<file path="config.mk">
export PLATFORM = sky130hd
export DESIGN_NAME = audio_level_agc_beat_detect_top
export DESIGN_NICKNAME = d
export VERILOG_FILES = /design/src/hdl/alabd_pkg.sv /design/src/hdl/alabd_div.sv /design/src/hdl/alabd_mul.sv /design/src/hdl/audio_level_agc_beat_detect_top.sv
export SDC_FILE = /design/constraint.sdc
export NUM_CORES = 1
export LEC_CHECK = 0
export BUFFER_PORTS_ARGS = -buffer_cell sky130_fd_sc_hd__buf_4
export CAP_MARGIN = 15
export CORE_UTILIZATION = 45
export CTS_BUF_LIST = sky130_fd_sc_hd__clkbuf_8
export CTS_CLUSTER_SIZE = 8
export DETAILED_ROUTE_END_ITERATION = 7
export PLACE_DENSITY = 0.59
export SLEW_MARGIN = 40
export SYNTH_ARGS = -nofsm -noshare
export SYNTH_HDL_FRONTEND = slang
export SYNTH_SLANG_ARGS = --single-unit
</file>
<file path="constraint.sdc">
create_clock -name clk -period 5.3 [get_ports clk]
set_input_delay 0 -clock clk [delete_from_list [all_inputs] [get_ports clk]]
set_output_delay 0 -clock clk [all_outputs]
set_load 0.03 [all_outputs]
</file>
<file path="src/hdl/alabd_pkg.sv">
// ----------------------------------------------------------------------------
// alabd_pkg: shared constants for the audio level / AGC / beat detector
// Register indexes, field widths and serial-unit sizing.
// ----------------------------------------------------------------------------
package alabd_pkg;

	localparam int SAMPLE_BITS_DEF   = 12;
	localparam int FRACTION_BITS_DEF = 8;

	// Configuration port
	localparam int CFG_IDX_BITS  = 2;
	localparam int CFG_DATA_BITS = 16;

	localparam logic [CFG_IDX_BITS-1:0] REG_SQUELCH = 2'd0;
	localparam logic [CFG_IDX_BITS-1:0] REG_MARGIN  = 2'd1;
	localparam logic [CFG_IDX_BITS-1:0] REG_TARGET  = 2'd2;
	localparam logic [CFG_IDX_BITS-1:0] REG_HOLDOFF = 2'd3;

	localparam int CFG8_BITS    = 8;
	localparam int HOLDOFF_BITS = 16;
	localparam int TIME_BITS    = 32;

	localparam logic [CFG8_BITS-1:0]    SQUELCH_RST = 8'd7;
	localparam logic [CFG8_BITS-1:0]    MARGIN_RST  = 8'd11;
	localparam logic [CFG8_BITS-1:0]    TARGET_RST  = 8'd60;
	localparam logic [HOLDOFF_BITS-1:0] HOLDOFF_RST = 16'd50;

	// 31/32 averaging: x*32 - x, then shift by five
	localparam int AVG_SHIFT = 5;

	// Gain and scaled output
	localparam int GAIN_BITS    = 8;
	localparam int SCALED_BITS  = 8;
	localparam logic [SCALED_BITS-1:0] SAT_MAX = 8'd255;
	localparam int DIV_CNT_BITS = $clog2(GAIN_BITS);

	// Multiplier consumes the gain two bits per cycle
	localparam int DIGIT_BITS    = 2;
	localparam int MUL_STEPS     = GAIN_BITS / DIGIT_BITS;
	localparam int MUL_CNT_BITS  = $clog2(MUL_STEPS);

endpackage

</file>
<file path="src/hdl/alabd_div.sv">
// ----------------------------------------------------------------------------
// alabd_div: serial gain divider
// Restoring division, one quotient bit per cycle, MSB first:
// quotient = (target << FRACTION_BITS) / divisor, for divisor >= 1.0.
// ----------------------------------------------------------------------------
module alabd_div
	import alabd_pkg::*;
#(
	parameter int SAMPLE_BITS   = SAMPLE_BITS_DEF,
	parameter int FRACTION_BITS = FRACTION_BITS_DEF
) (
	input  logic                                 clk,
	input  logic                                 arst_n,
	input  logic                                 start,
	input  logic [GAIN_BITS-1:0]                 target,
	input  logic [SAMPLE_BITS+FRACTION_BITS-1:0] divisor,
	output logic                                 done,
	output logic [GAIN_BITS-1:0]                 quotient
);

	localparam int W  = SAMPLE_BITS + FRACTION_BITS;
	localparam int NW = GAIN_BITS + FRACTION_BITS;  // dividend width
	localparam int DW = W + GAIN_BITS - 1;          // divisor shifted to the top quotient bit
	localparam logic [DIV_CNT_BITS-1:0] LAST = DIV_CNT_BITS'(GAIN_BITS - 1);

	logic [NW-1:0]           rem_q;
	logic [DW-1:0]           dsr_q;
	logic [GAIN_BITS-1:0]    quo_q;
	logic [DIV_CNT_BITS-1:0] cnt_q;
	logic                    busy_q;
	logic                    done_q;

	logic [DW-1:0] rem_ext;
	logic [DW-1:0] diff;
	logic          ge;

	always_comb begin
		rem_ext = DW'(rem_q);
		ge      = (rem_ext >= dsr_q);
		diff    = rem_ext - dsr_q;
	end

	always_ff @(posedge clk or negedge arst_n) begin
		if (!arst_n) begin
			rem_q  <= '0;
			dsr_q  <= '0;
			quo_q  <= '0;
			cnt_q  <= '0;
			busy_q <= 1'b0;
			done_q <= 1'b0;
		end else begin
			done_q <= 1'b0;
			if (start) begin
				rem_q  <= {target, {FRACTION_BITS{1'b0}}};
				dsr_q  <= {divisor, {(GAIN_BITS-1){1'b0}}};
				cnt_q  <= '0;
				busy_q <= 1'b1;
			end else if (busy_q) begin
				if (ge) begin
					rem_q <= diff[NW-1:0];
				end
				quo_q <= {quo_q[GAIN_BITS-2:0], ge};
				dsr_q <= dsr_q >> 1;
				cnt_q <= cnt_q + 1'b1;
				if (cnt_q == LAST) begin
					busy_q <= 1'b0;
					done_q <= 1'b1;
				end
			end
		end
	end

	assign done     = done_q;
	assign quotient = quo_q;

endmodule

</file>
<file path="src/hdl/alabd_mul.sv">
// ----------------------------------------------------------------------------
// alabd_mul: digit-serial level x gain multiplier
// Shift-add over the gain, two bits per cycle, MSB first.
// ----------------------------------------------------------------------------
module alabd_mul
	import alabd_pkg::*;
#(
	parameter int SAMPLE_BITS = SAMPLE_BITS_DEF
) (
	input  logic                           clk,
	input  logic                           arst_n,
	input  logic                           start,
	input  logic [SAMPLE_BITS-1:0]         multiplicand,
	input  logic [GAIN_BITS-1:0]           multiplier,
	output logic                           done,
	output logic [SAMPLE_BITS+GAIN_BITS-1:0] product
);

	localparam int PW = SAMPLE_BITS + GAIN_BITS;
	localparam logic [MUL_CNT_BITS-1:0] LAST = MUL_CNT_BITS'(MUL_STEPS - 1);

	logic [SAMPLE_BITS-1:0]  mcand_q;
	logic [GAIN_BITS-1:0]    mplier_q;
	logic [PW-1:0]           acc_q;
	logic [MUL_CNT_BITS-1:0] cnt_q;
	logic                    busy_q;
	logic                    done_q;

	logic [DIGIT_BITS-1:0]             digit;
	logic [SAMPLE_BITS+DIGIT_BITS-1:0] partial;
	logic [PW-1:0]                     acc_next;

	always_comb begin
		digit    = mplier_q[GAIN_BITS-1 -: DIGIT_BITS];
		partial  = (SAMPLE_BITS+DIGIT_BITS)'(mcand_q) * (SAMPLE_BITS+DIGIT_BITS)'(digit);
		acc_next = (acc_q << DIGIT_BITS) + PW'(partial);
	end

	always_ff @(posedge clk or negedge arst_n) begin
		if (!arst_n) begin
			mcand_q  <= '0;
			mplier_q <= '0;
			acc_q    <= '0;
			cnt_q    <= '0;
			busy_q   <= 1'b0;
			done_q   <= 1'b0;
		end else begin
			done_q <= 1'b0;
			if (start) begin
				mcand_q  <= multiplicand;
				mplier_q <= multiplier;
				acc_q    <= '0;
				cnt_q    <= '0;
				busy_q   <= 1'b1;
			end else if (busy_q) begin
				acc_q    <= acc_next;
				mplier_q <= mplier_q << DIGIT_BITS;
				cnt_q    <= cnt_q + 1'b1;
				if (cnt_q == LAST) begin
					busy_q <= 1'b0;
					done_q <= 1'b1;
				end
			end
		end
	end

	assign done    = done_q;
	assign product = acc_q;

endmodule

</file>
<file path="src/hdl/audio_level_agc_beat_detect_top.sv">
// ----------------------------------------------------------------------------
// audio_level_agc_beat_detect_top: audio envelope, AGC and beat detector
// Per microphone sample: DC removal, squelched rectified level, long-term
// average, beat pulse with holdoff, and an auto-gain scaled level.
// ----------------------------------------------------------------------------
// Usage:
//  - Input stream (s_*): one transfer per converter sample with its
//    millisecond timestamp. Output stream (m_*): one transfer per sample.
//  - Config port: cfg_wr_en writes cfg_data into the register at cfg_index
//    (0 squelch, 1 peak margin, 2 target level, 3 holdoff ms). Write only
//    while the block is idle.
//  - Timing: a sample is worked through a sequencer: DC track, level,
//    average, beat compare (each in its own state), then the gain divider
//    (one quotient bit a cycle) and the level x gain multiplier (two gain
//    bits a cycle). The result is presented once the multiplier finishes,
//    and only then does the sequencer return to idle to take the next
//    sample, so a new sample is not accepted while one is being worked.
//  - Output stall: the result sits in an output register, so the next
//    sample is accepted while it waits. A finished result that finds the
//    register still full holds the sequencer until m_tready.
//  - Reset: clears the averages, level and last beat time to zero and loads
//    the register defaults (7, 11, 60, 50 ms). No clearing pass is needed.
// ----------------------------------------------------------------------------
module audio_level_agc_beat_detect_top
	import alabd_pkg::*;
#(
	parameter int SAMPLE_BITS   = SAMPLE_BITS_DEF,
	parameter int FRACTION_BITS = FRACTION_BITS_DEF,
	localparam int IN_BITS  = SAMPLE_BITS + TIME_BITS,
	localparam int IN_W     = ((IN_BITS + 7) / 8) * 8,
	localparam int OUT_BITS = 2 * SAMPLE_BITS + SCALED_BITS + 1,
	localparam int OUT_W    = ((OUT_BITS + 7) / 8) * 8
) (
	input  logic                     clk,
	input  logic                     arst_n,
	// config write port
	input  logic                     cfg_wr_en,
	input  logic [CFG_IDX_BITS-1:0]  cfg_index,
	input  logic [CFG_DATA_BITS-1:0] cfg_data,
	// sample stream in
	input  logic                     s_tvalid,
	output logic                     s_tready,
	input  logic [IN_W-1:0]          s_tdata,   // mic_sample, now_ms
	// result stream out
	output logic                     m_tvalid,
	input  logic                     m_tready,
	output logic [OUT_W-1:0]         m_tdata    // level, average_level, scaled_level, beat
);

	localparam int W  = SAMPLE_BITS + FRACTION_BITS;  // Q(S).(F) word
	localparam int AW = W + AVG_SHIFT;                // 31/32 average intermediate
	localparam int PW = SAMPLE_BITS + GAIN_BITS;      // level x gain product

	typedef enum logic [2:0] {
		ST_IDLE,
		ST_DC,
		ST_LVL,
		ST_AVG,
		ST_BEAT,
		ST_DIV,
		ST_MUL,
		ST_DONE
	} state_t;

	state_t state_q;

	// config registers
	logic [CFG8_BITS-1:0]    squelch_q;
	logic [CFG8_BITS-1:0]    margin_q;
	logic [CFG8_BITS-1:0]    target_q;
	logic [HOLDOFF_BITS-1:0] holdoff_q;

	// captured sample
	logic [SAMPLE_BITS-1:0] mic_q;
	logic [TIME_BITS-1:0]   now_q;

	// tracker state
	logic [W-1:0]           dc_q;
	logic [SAMPLE_BITS-1:0] lvl_q;
	logic [W-1:0]           la_q;
	logic [TIME_BITS-1:0]   last_q;
	logic                   beat_q;

	// output register
	logic                   out_valid_q;
	logic [OUT_W-1:0]       out_data_q;

	// serial units
	logic                   div_start;
	logic                   div_done;
	logic [GAIN_BITS-1:0]   quotient;
	logic                   mul_start;
	logic                   mul_done;
	logic [PW-1:0]          product;

	logic [W-1:0]             mic_fix;
	logic [W-1:0]             lvl_fix;
	logic [W-1:0]             dc_next;
	logic [W-1:0]             la_next;
	logic [W-1:0]             dc_diff;
	logic [SAMPLE_BITS-1:0]   mag;
	logic [SAMPLE_BITS:0]     lvl_sum;
	logic [SAMPLE_BITS-1:0]   lvl_next;
	logic [W:0]               beat_rhs;
	logic                     over_avg;
	logic [TIME_BITS-1:0]     elapsed;
	logic                     holdoff_ok;
	logic                     small_avg;
	logic [GAIN_BITS-1:0]     gain;
	logic [SCALED_BITS-1:0]   scaled;
	logic                     out_free;
	logic                     out_load;
	logic [OUT_W-1:0]         out_word;

	// (old*31 + x) / 32, truncated
	function automatic logic [W-1:0] avg32(input logic [W-1:0] old, input logic [W-1:0] x);
		logic [AW-1:0] s;
		s = {old, {AVG_SHIFT{1'b0}}} - AW'(old) + AW'(x);
		return s[AW-1:AVG_SHIFT];
	endfunction

	always_comb begin
		mic_fix = {mic_q, {FRACTION_BITS{1'b0}}};
		lvl_fix = {lvl_q, {FRACTION_BITS{1'b0}}};
		dc_next = avg32(dc_q, mic_fix);
		la_next = avg32(la_q, lvl_fix);

		// rectify around the DC level; the shift truncates toward zero
		dc_diff  = (mic_fix >= dc_q) ? (mic_fix - dc_q) : (dc_q - mic_fix);
		mag      = dc_diff[W-1:FRACTION_BITS];
		lvl_sum  = {1'b0, lvl_q} + {1'b0, mag};
		lvl_next = (mag <= SAMPLE_BITS'(squelch_q)) ? '0 : lvl_sum[SAMPLE_BITS:1];

		// beat: level above average plus margin, and holdoff expired (wrap-safe)
		beat_rhs   = {1'b0, la_q} + (W+1)'({margin_q, {FRACTION_BITS{1'b0}}});
		over_avg   = ({1'b0, lvl_fix} > beat_rhs);
		elapsed    = now_q - last_q;
		holdoff_ok = (elapsed > TIME_BITS'(holdoff_q));

		// average below 1.0 takes the target as gain
		small_avg = (la_q[W-1:FRACTION_BITS] == '0);
		gain      = small_avg ? target_q : quotient;

		scaled   = (product > PW'(SAT_MAX)) ? SAT_MAX : product[SCALED_BITS-1:0];
		out_word = OUT_W'({beat_q, scaled, la_q[W-1:FRACTION_BITS], lvl_q});
		out_free = !out_valid_q || m_tready;
		// finished result moves into the output register once it has room
		out_load = out_free && (((state_q == ST_MUL) && mul_done) || (state_q == ST_DONE));

		div_start = (state_q == ST_BEAT);
		mul_start = (state_q == ST_DIV) && div_done;
	end

	alabd_div #(
		.SAMPLE_BITS  (SAMPLE_BITS),
		.FRACTION_BITS(FRACTION_BITS)
	) u_div (
		.clk     (clk),
		.arst_n  (arst_n),
		.start   (div_start),
		.target  (target_q),
		.divisor (la_q),
		.done    (div_done),
		.quotient(quotient)
	);

	alabd_mul #(
		.SAMPLE_BITS(SAMPLE_BITS)
	) u_mul (
		.clk         (clk),
		.arst_n      (arst_n),
		.start       (mul_start),
		.multiplicand(lvl_q),
		.multiplier  (gain),
		.done        (mul_done),
		.product     (product)
	);

	always_ff @(posedge clk or negedge arst_n) begin
		if (!arst_n) begin
			state_q     <= ST_IDLE;
			squelch_q   <= SQUELCH_RST;
			margin_q    <= MARGIN_RST;
			target_q    <= TARGET_RST;
			holdoff_q   <= HOLDOFF_RST;
			mic_q       <= '0;
			now_q       <= '0;
			dc_q        <= '0;
			lvl_q       <= '0;
			la_q        <= '0;
			last_q      <= '0;
			beat_q      <= 1'b0;
			out_valid_q <= 1'b0;
			out_data_q  <= '0;
		end else begin
			if (cfg_wr_en) begin
				unique case (cfg_index)
					REG_SQUELCH: squelch_q <= cfg_data[CFG8_BITS-1:0];
					REG_MARGIN:  margin_q  <= cfg_data[CFG8_BITS-1:0];
					REG_TARGET:  target_q  <= cfg_data[CFG8_BITS-1:0];
					REG_HOLDOFF: holdoff_q <= cfg_data[HOLDOFF_BITS-1:0];
					default: ;
				endcase
			end

			if (out_load) begin
				out_data_q  <= out_word;
				out_valid_q <= 1'b1;
			end else if (out_valid_q && m_tready) begin
				out_valid_q <= 1'b0;
			end

			unique case (state_q)
				ST_IDLE: begin
					if (s_tvalid) begin
						mic_q   <= s_tdata[SAMPLE_BITS-1:0];
						now_q   <= s_tdata[SAMPLE_BITS +: TIME_BITS];
						state_q <= ST_DC;
					end
				end
				ST_DC: begin
					dc_q    <= dc_next;
					state_q <= ST_LVL;
				end
				ST_LVL: begin
					lvl_q   <= lvl_next;
					state_q <= ST_AVG;
				end
				ST_AVG: begin
					la_q    <= la_next;
					state_q <= ST_BEAT;
				end
				ST_BEAT: begin
					beat_q <= over_avg && holdoff_ok;
					if (over_avg && holdoff_ok) begin
						last_q <= now_q;
					end
					state_q <= ST_DIV;
				end
				ST_DIV: begin
					if (div_done) begin
						state_q <= ST_MUL;
					end
				end
				ST_MUL: begin
					if (mul_done) begin
						if (out_free) begin
							state_q <= ST_IDLE;
						end else begin
							state_q <= ST_DONE;
						end
					end
				end
				ST_DONE: begin
					if (out_free) begin
						state_q <= ST_IDLE;
					end
				end
				default: state_q <= ST_IDLE;
			endcase
		end
	end

	assign s_tready = (state_q == ST_IDLE);
	assign m_tvalid = out_valid_q;
	assign m_tdata  = out_data_q;

endmodule
</file>
==> run metrics, run 1 <==
status complete, no violations; via count ~16000; Mapped Avg Cell Area between 9 and 10 sq um; share of layout cells above drive strength 1 15.54%; Multi-input gate area roughly 11000 sq um; Distinct cells, synth 70; Max Clock Skew 0.04932 ns; post-layout util 53.46%; ys async rst share 100.0%; sequential fraction of the synthesis area 37.74%; CP required 5.82 ns; Via density 5.267; RSZ-0062 raised after global routing false; initial antenna violation count 3; Fillers 3992; Initial Util 45.78%; CTS root buf clkbuf_8; largest net degree at the start of global routing 71; hold_sp s_tdata[12]; setup violators final 0; clk_lat worst skew ~0.65 ns; endpoint class of the critical path register; reg2reg start dc_q[4]; fin area 23740 sq um; WL/cell 16.52 um; first-pass GRT wire length 81.22 mm; core area 44410 sq um; drt total wl 48.84 mm; Worst-path clk slew ~0.060 ns; FF+latch count, synth 306; Die ar. between 40000 and 50000 sq um; Achievable Freq 201.1 MHz; Hold Violations, Final 0; vias in the first global route around 16000; final-report max-slew violation count 0; Slew @ Worst Pin around 0.72 ns; slew margin rel. 52.12%; Pre-antenna DRT Iters 5; CTS Buffer Depth 3; placement row count 77; Critical Setup Path Class register to register; die height 214.6 um; total clock sinks just over 300; Tmin final 4.972 ns; Worst Path Arrival about 5.5 ns; cts bufs inserted 56; RePlAce Congestion 0.8840; Critical Path Fanout Max 7; predominant post-synthesis flop cell dfrtp_1; Cell Area, Synth roughly 20000 sq um; Syn Inst Count ~2100; Post-DRT Antenna Nets 0; All-Layer GR Usage between 20% and 30%; final worst-path cycle share a little over nine tenths; top-level I/O count 113; htree depth 2; Nets 2613; Startpoint Class register; gr ovfl total 0; Post-DP Area between 20000 and 25000 sq um; Hold WC Path Type input pin to register; number of flops mapped to enable cells by yosys 0; post-detail-place hpwl 35.96 mm; area occupied by registers 7674 sq um; Port Buffers 101; 1st-iter DRT viols a little over 800; CTS tree done; setup TNS 0 ns; Critical path origin dc_q[4]; Yosys warning count 0; synth-to-layout area growth 16.76%; max_cap viols 0; Die X 214.6 um; drt drc 0
cells by family after synthesis:
| family | count (synthesis) | share of synthesized area [%] |
|---|---|---|
| DFF | 306 | 37.74 |
| muxes | 189 | 10.09 |
| xor gates and xnor gates | 117 | 5.039 |
| AOI/OAI and AO/OA | 471 | 14.12 |
| buffers and inverters | 322 | 6.196 |
| adders and majority gates | 229 | 15.57 |
| and+or+nand+nor | 486 | 11.24 |
| other | 1 | 0.01844 |
stage by stage:
step	setup WS, ns	std cells	hold WS (ns)
2_1_floorplan	0.7137	2127	-0.2956
3_3_place_gp	0.4573	2768	0.04706
3_5_place_dp	0.3711	2769	0.04865
4_1_cts	0.3442	2953	0.05149
5_1_grt	0.001027	2956	0.09424
6_report	0.3282	2956	0.1137
layer usage:
layer	GRT usage [%]	share of wire [%]	vias to the layer above
met4	7.690	2.9	0
met3	3.362	3.4	77
met1	28.30	46	7551
li1	-	-	7700
met5	0	0	-
met2	36.82	47	242
worst max-delay path, cell delays in order, from the launching register on:
cell,delay [ns]
dfrtp_1,0.42
or4_1,0.58
nor4_1,0.43
o2111ai_1,0.22
nand2_1,0.26
mux2i_1,0.27
xnor2_1,0.21
ha_1,0.35
a21o_1,0.22
a21o_1,0.19
a21o_1,0.17
a21oi_1,0.24
nor2b_1,0.09
o21a_1,0.18
o21a_1,0.18
o21a_1,0.18
or4_1,0.39
a32o_1,0.26
state kept, by name (all words and copies together) (netlist names), 8 cells and up:
name            flops
u_mul.product      20
now_q              32
u_mul.mcand_q      12
target_q            8
m_tdata            33
margin_q            8
u_div.rem_q        16
last_q             32
holdoff_q          16
la_q               20
u_div.dsr_q        27
u_mul.mplier_q      8
squelch_q           8
dc_q               20
lvl_q              12
u_div.quotient      8
mic_q              12
layout by cell type (no fill, tap or decap), drive strengths merged, types with 7 or more instances in the layout:
master       Yosys  layout
dfrtp          293     293
inv            248     268
nand2          190     190
ha             189     189
o21ai          163     163
a21oi          133     133
mux2           128     128
buf             17     124
nor2           103     103
dlygate4sd3      0      77
xnor2           72      72
clkbuf          56      72
mux2i           61      61
xor2            45      45
a21o            42      42
fa              40      40
nand3           31      31
nor2b           27      27
nand2b          26      26
nor3            24      24
a211oi          18      18
nand4           18      18
a31oi           14      14
o21a            13      13
dfstp           13      13
clkinv           1      13
nor4            12      12
a22o            11      11
o211ai          10      10
and3            10      10
and2            10      10
o21bai           9       9
or2              9       9
a211o            8       8
o22a             8       8
or3              7       7
conb             1       7
o31ai            7       7
path summary, 6_finish.rpt:
kind | end | slack, ns | depth (start not counted)
worst max register to register | lvl_q[11] | 0.33 | 17
max in group asynchronous | holdoff_q[14] | 4.05 | 4
worst max-delay path | lvl_q[11] | 0.33 | 17
worst min register to register | beat_q | 0.48 | 2
min in group asynchronous | u_div.dsr_q[19] | 0.38 | 3
worst min-delay path | now_q[0] | 0.11 | 4
repair_timing:
action | 4_1_cts | 5_1_grt
gates resized for setup | 0 | 1
endpoints found under the setup margin | 0 | 4
hold endpoints to repair | 187 | 0
setup buffers | 0 | 0
hold buffers | 78 | 0
area by class of cell:
class / count / share of cell area, %
repair buffers: 201 / 7.378
clock buffers: 72 / 4.174
multi-input cells: 1499 / 48.20
clock inverters: 34 / 0.8432
diodes: 3 / 0.03162
well taps: 592 / 3.120
flip-flops and latches: 306 / 32.32
inverters: 249 / 3.937
synth_stat cells, drive strengths merged, types with 6 or more instances:
cell type | n | area share (%)
dfrtp | 293 | 36
inv | 248 | 4.6
nand2 | 190 | 3.5
ha | 189 | 12
o21ai | 163 | 4.0
a21oi | 133 | 3.3
mux2 | 128 | 7.1
nor2 | 103 | 1.9
xnor2 | 72 | 3.1
mux2i | 61 | 3.0
clkbuf | 56 | 1.0
xor2 | 45 | 1.9
a21o | 42 | 1.6
fa | 40 | 3.9
nand3 | 31 | 0.76
nor2b | 27 | 0.83
nand2b | 26 | 0.80
nor3 | 24 | 0.65
a211oi | 18 | 0.66
nand4 | 18 | 0.55
buf | 17 | 0.57
a31oi | 14 | 0.43
dfstp | 13 | 1.7
o21a | 13 | 0.48
nor4 | 12 | 0.37
a22o | 11 | 0.47
and2 | 10 | 0.31
and3 | 10 | 0.31
o211ai | 10 | 0.37
o21bai | 9 | 0.33
or2 | 9 | 0.29
a211o | 8 | 0.34
o22a | 8 | 0.34
o31ai | 7 | 0.33
or3 | 7 | 0.22
a2111oi | 6 | 0.26
nand3b | 6 | 0.22
o2111ai | 6 | 0.26
Power of run 1 is not shown: default switching activity piles up to over one toggle a cycle in this logic, so the estimate is an artifact.
==> inputs of run 2 (changes only) <==
--- a/config.mk
+++ b/config.mk
@@ -11,7 +11,7 @@
 export CTS_BUF_LIST = sky130_fd_sc_hd__clkbuf_8
 export CTS_CLUSTER_SIZE = 8
 export DETAILED_ROUTE_END_ITERATION = 7
-export PLACE_DENSITY = 0.59
+export PLACE_DENSITY_LB_ADDON = 0.05
 export SLEW_MARGIN = 40
 export SYNTH_ARGS = -nofsm -noshare
 export SYNTH_HDL_FRONTEND = slang
==> run metrics, run 2 (synthesis results as in run 1) <==
CTS root buf clkbuf_8; postcts setup bufs 0 (unchanged); setup TNS 0 ns (unchanged); Die X 214.6 um (unchanged); Worst-path clk slew 0.06 ns (about the same); slowest stage cell, crit path or4_1; initial antenna violation count 3 (unchanged); most frequent cells in the layout dfrtp_1, inv_1, nand2_1, ha_1, o21ai_0; CTS tree done; die height 214.6 um (unchanged); Critical Setup Path Class register to register; CP required 5.84 ns (+0.02 ns); Initial Util 45.78% (unchanged); total clock sinks 306 (unchanged); Slew @ Worst Pin 0.7205 ns (+0.004465 ns); RSZ-0062 raised after global routing false; synth-to-layout area growth 16.86% (about the same); setup violators final 0 (unchanged); Nets 2611 (-0.077%); first-pass GRT wire length 79.86 mm (-1.7%); max reg flops 33 (unchanged); Max Clock Skew 0.02160 ns (-0.02772 ns); Hold Violations, Final 0 (unchanged); Pre-antenna DRT Iters 5 (unchanged); Worst Path Arrival 5.41 ns (-0.09 ns); final worst-path cycle share 91.91% (-1.9 points); Achievable Freq 205.3 MHz (+2.1%); final non-filler cell total 2949 (-0.24%); Fin Hold WS 0.08718 ns (-0.02648 ns); placement row count 77 (unchanged); top-level I/O count 113 (unchanged); leading cell type in the layout, fill and taps excluded dfrtp_1; max incr delay on CP 0.58 ns (about the same); Port Buffers 101 (unchanged); area occupied by registers 7674 sq um (unchanged); Hold WC Path Type input pin to register; largest net degree at the start of global routing 101 (+42%); core area 44410 sq um (unchanged); post-detail-place hpwl 35.52 mm (-1.2%); Die ar. 46040 sq um (unchanged); htree depth 2 (unchanged); drt drc 0 (unchanged); endpoint class of the critical path register; Multi-input gate area 11440 sq um (unchanged); 1st-iter DRT viols 630 (-22%); Tmin final 4.871 ns (-0.1003 ns); status complete, no violations; CTS Buffer Depth 3 (unchanged); slew margin rel. 51.82% (-0.30 points); max_cap viols 0 (unchanged); Post-DRT Antenna Nets 0 (unchanged); Via density 5.220 (-0.89%); critical path, cell by cell or4_1 > nor4_1 > o2111ai_1 > nand2_1 > mux2i_1 > xnor2_1 > ha_1 > a21o_1 > a21o_1 > a21o_1 > a21oi_1 > nor2b_1 > o21a_1 > o21a_1 > o21a_1 > or4_1 > a32o_1; vias in the first global route 15633 (-1.3%); Placed Cells 2768 (-0.036%); WL/cell 16.24 um (-1.7%); post-layout util 53.50% (about the same); All-Layer GR Usage 21.36% (-0.43 points); cts bufs inserted 57 (+1.8%); Startpoint Class register; via count 15395 (-1.1%); clk_lat worst skew 0.66 ns (about the same); gr ovfl total 0 (unchanged); drt total wl 47.90 mm (-1.9%); Critical Path Fanout Max 6 (-1); final-report max-slew violation count 0 (unchanged); RePlAce Congestion 0.8510 (-3.7%); Fillers 4045 (+1.3%); share of layout cells above drive strength 1 15.41% (-0.13 points)
run 2: changes by cell type in the layout (fill, tap and decap cells not counted):
cell / change
bufinv_16: +2
buf_4: +1
dlygate4sd3_1: -2
buf_12: +1
buf_6: -3
clkinvlp_4: +2
clkinv_2: -6
diode_2: -1
buf_8: -1
buf_16: +1
inv_6: -1
run 2: routing by layer:
metal / GRT usage (%) / vias up / wire (um)
met1: 28.18 / 7409 / 22370
met5: 0 / - / 22
li1: - / 7675 / -
met2: 35.44 / 217 / 22300
met3: 3.078 / 90 / 1629
met4: 8.238 / 4 / 1577
run 2: repair_timing:
| item | in CTS | in global routing |
|---|---|---|
| endpoints found under the setup margin | 0 | 23 |
| hold buffers | 76 | 0 |
| resized for setup | 0 | 1 |
| hold endpoints to repair | 283 | 0 |
run 2: worst paths after layout:
kind / start / end / slack (ns) / cells after the start
min in group asynchronous: arst_n / holdoff_q[5] / 0.51 / 3
max in group asynchronous: arst_n / last_q[19] / 3.90 / 5
worst max register to register: dc_q[4] / lvl_q[11] / 0.43 / 17
worst min-delay path: s_tdata[10] / mic_q[10] / 0.09 / 4
worst max-delay path: dc_q[4] / lvl_q[11] / 0.43 / 17
worst min register to register: u_div.rem_q[0] / u_div.rem_q[0] / 0.48 / 2
run 2: layout make-up:
class	count	area share, %
well taps	592	3.117
multi-input cells	1499	48.16
clock inverters	31	0.9952
flip-flops and latches	306	32.29
clock buffers	72	4.170
repair buffers	198	7.314
inverters	249	3.933
diodes	2	0.02106
run 2: metrics by stage:
stage | area (sq um) | worst slack (ns)
floorplan | 20360 | 0.7137
global placement | 21710 | 0.5051
detailed placement | 21740 | 0.4179
global route | 23760 | 0.03727
finish | 23760 | 0.4286
CTS | 23750 | 0.4059
run 2: worst max-delay path: cells and delay by family (launching register included):
kind	cells	cell delay [ns]
multiplexers	1	0.24
AO/OA/AOI/OAI	9	1.83
flip-flops	1	0.43
adder cells (fa/ha/maj)	1	0.34
AND/OR/NAND/NOR	5	1.74
XOR/XNOR	1	0.19
Power of run 2 is left out for the same reason.
==> inputs of run 3 (changes only) <==
==> constraint.sdc (replaced) <==
create_clock -name clk -period 4.1 [get_ports clk]
set_input_delay 0 -clock clk [delete_from_list [all_inputs] [get_ports clk]]
set_output_delay 0 -clock clk [all_outputs]
set_load 0.03 [all_outputs]
==> run metrics, run 3 (synthesis results as in run 1) <==
status finished, violations left; violated checks negative setup slack; leading cell type in the layout, fill and taps excluded buf_4; RePlAce Congestion 0.8788 (+3.3%); final-report max-slew violation count 0 (unchanged); max_cap viols 0 (unchanged); CTS tree done; Post-DRT Antenna Nets 0 (unchanged); drt drc 0 (unchanged); drt total wl 51.85 mm (+8.2%); Critical Setup Path Class register to register; Hold Violations, Final 0 (unchanged); synth-to-layout area growth 27.40%; share of layout cells above drive strength 1 24.02% (+8.6 points); Worst-path clk slew 0.07 ns (about the same); RSZ-0062 raised after global routing true; final worst-path cycle share 107.2% (+15 points); Worst Path Arrival 4.93 ns (-0.48 ns); Initial Util 45.78% (unchanged); post-detail-place hpwl 37.88 mm (+6.7%); top-level I/O count 113 (unchanged); via count 16258 (+5.6%); CP required 4.63 ns (-1.21 ns); Hold Path Cell Cnt 4 (unchanged); slew margin rel. 53.47% (+1.7 points); Max Clock Skew 0.02392 ns (+0.002320 ns); htree depth 2 (unchanged); Startpoint Class register; CTS Buffer Depth 3 (unchanged); All-Layer GR Usage 22.58% (+1.2 points); Pre-antenna DRT Iters 5 (unchanged); endpoint class of the critical path register; 1st-iter DRT viols 753 (+20%); max reg flops 33 (unchanged); Slew @ Worst Pin 0.6958 ns (-0.02473 ns); core area 44410 sq um (unchanged); Die X 214.6 um (unchanged); WL/cell 16.44 um (+1.2%); Die ar. 46040 sq um (unchanged); most frequent cells in the layout buf_4, dfrtp_1, inv_1, nand2_1, ha_1; total clock sinks 306 (unchanged); Fin Hold WS 0.08843 ns (+0.001252 ns); Achievable Freq 227.5 MHz (+11%); Tmin final 4.396 ns (-0.4756 ns); first-pass GRT wire length 84.13 mm (+5.3%); Post-DP Area 23150 sq um (+6.5%); placement row count 77 (unchanged); vias in the first global route 16564 (+6.0%); Nets 2815 (+7.8%); R2R depth 22 (+5); CTS root buf clkbuf_8; die height 214.6 um (unchanged); fin area 25910 sq um (+9.0%); cts bufs inserted 56 (-1.8%); Port Buffers 101 (unchanged); clk_lat worst skew 0.67 ns (about the same); post-layout util 58.33% (+4.8 points); largest net degree at the start of global routing 88 (-13%); Hold WC Path Type input pin to register; gr ovfl total 0 (unchanged); Via density 5.156 (-1.2%); initial antenna violation count 2 (-1); setup violators final 35 (+35); Critical Path Fanout Max 4 (-2); setup ws final -0.2958 ns (-0.7244 ns)
## run 3: repair_timing
| item | CTS | global route |
|---|---|---|
| endpoints found under the setup margin | 45 | 46 |
| cloned | 1 | 2 |
| resized for setup | 25 | 48 |
| pin swaps | 8 | 23 |
| endpoints found under the hold margin | 293 | 0 |
| setup buffers | 15 | 13 |
| hold buffers | 88 | 0 |
## run 3: metal layers
metal	vias to the layer above	track usage [%]	part of all wire (%)
met5	-	0	0.050
met1	7846	29.10	45
met3	85	3.050	2.9
met4	4	7.690	2.7
li1	8097	-	-
met2	226	38.89	49
## run 3: path summary, 6_finish.rpt
path | startpoint | slack, ns | end
worst max-delay path | last_q[4] | -0.30 | last_q[25]
worst min register to register | u_div.rem_q[6] | 0.49 | u_div.rem_q[6]
max in group asynchronous | arst_n | 2.64 | now_q[4]
worst max register to register | last_q[4] | -0.30 | last_q[25]
worst min-delay path | s_tdata[9] | 0.09 | mic_q[9]
min in group asynchronous | arst_n | 0.42 | u_div.dsr_q[17]
## run 3: layout make-up
type                    instances  area (sq um)
fillers                      3948         18510
clock buffers                  75          1032
well taps                     592         740.7
inverters                     249         934.6
clock inverters                28         217.7
repair buffers                402          3390
multi-input cells            1500         11920
diodes                          1         2.502
flip-flops and latches        306          7674
## run 3: worst max-delay path, cell delays in order, from the launching register on
cell and delay (ns):
dfrtp_1 0.39, inv_2 0.07, ha_4 0.20, a21o_1 0.17
or3_4 0.39, o21a_1 0.20, or2_4 0.25, a21o_1 0.16
a21oi_2 0.13, xnor2_1 0.08, ha_1 0.33, a21oi_2 0.13
o22ai_1 0.09, nor2_1 0.10, o21ai_1 0.10, a21oi_2 0.14
nand4_1 0.13, nor4_2 0.16, nand4_1 0.18, o31ai_4 0.23
buf_6 0.18, clkbuf_16 0.16, mux2_4 0.29
## run 3: per-stage QoR
| step | setup slack (ns) | cells | TNS, ns |
|---|---|---|---|
| 2_1_floorplan | -0.1734 | 2127 | -2.101 |
| 3_3_place_gp | -0.3365 | 2930 | -10.12 |
| 3_5_place_dp | -0.4175 | 2930 | -13.16 |
| 4_1_cts | -0.2864 | 3137 | -8.637 |
| 5_1_grt | -0.5568 | 3152 | -18.76 |
| 6_report | -0.2958 | 3153 | -8.887 |
Power of run 3 is left out for the same reason.
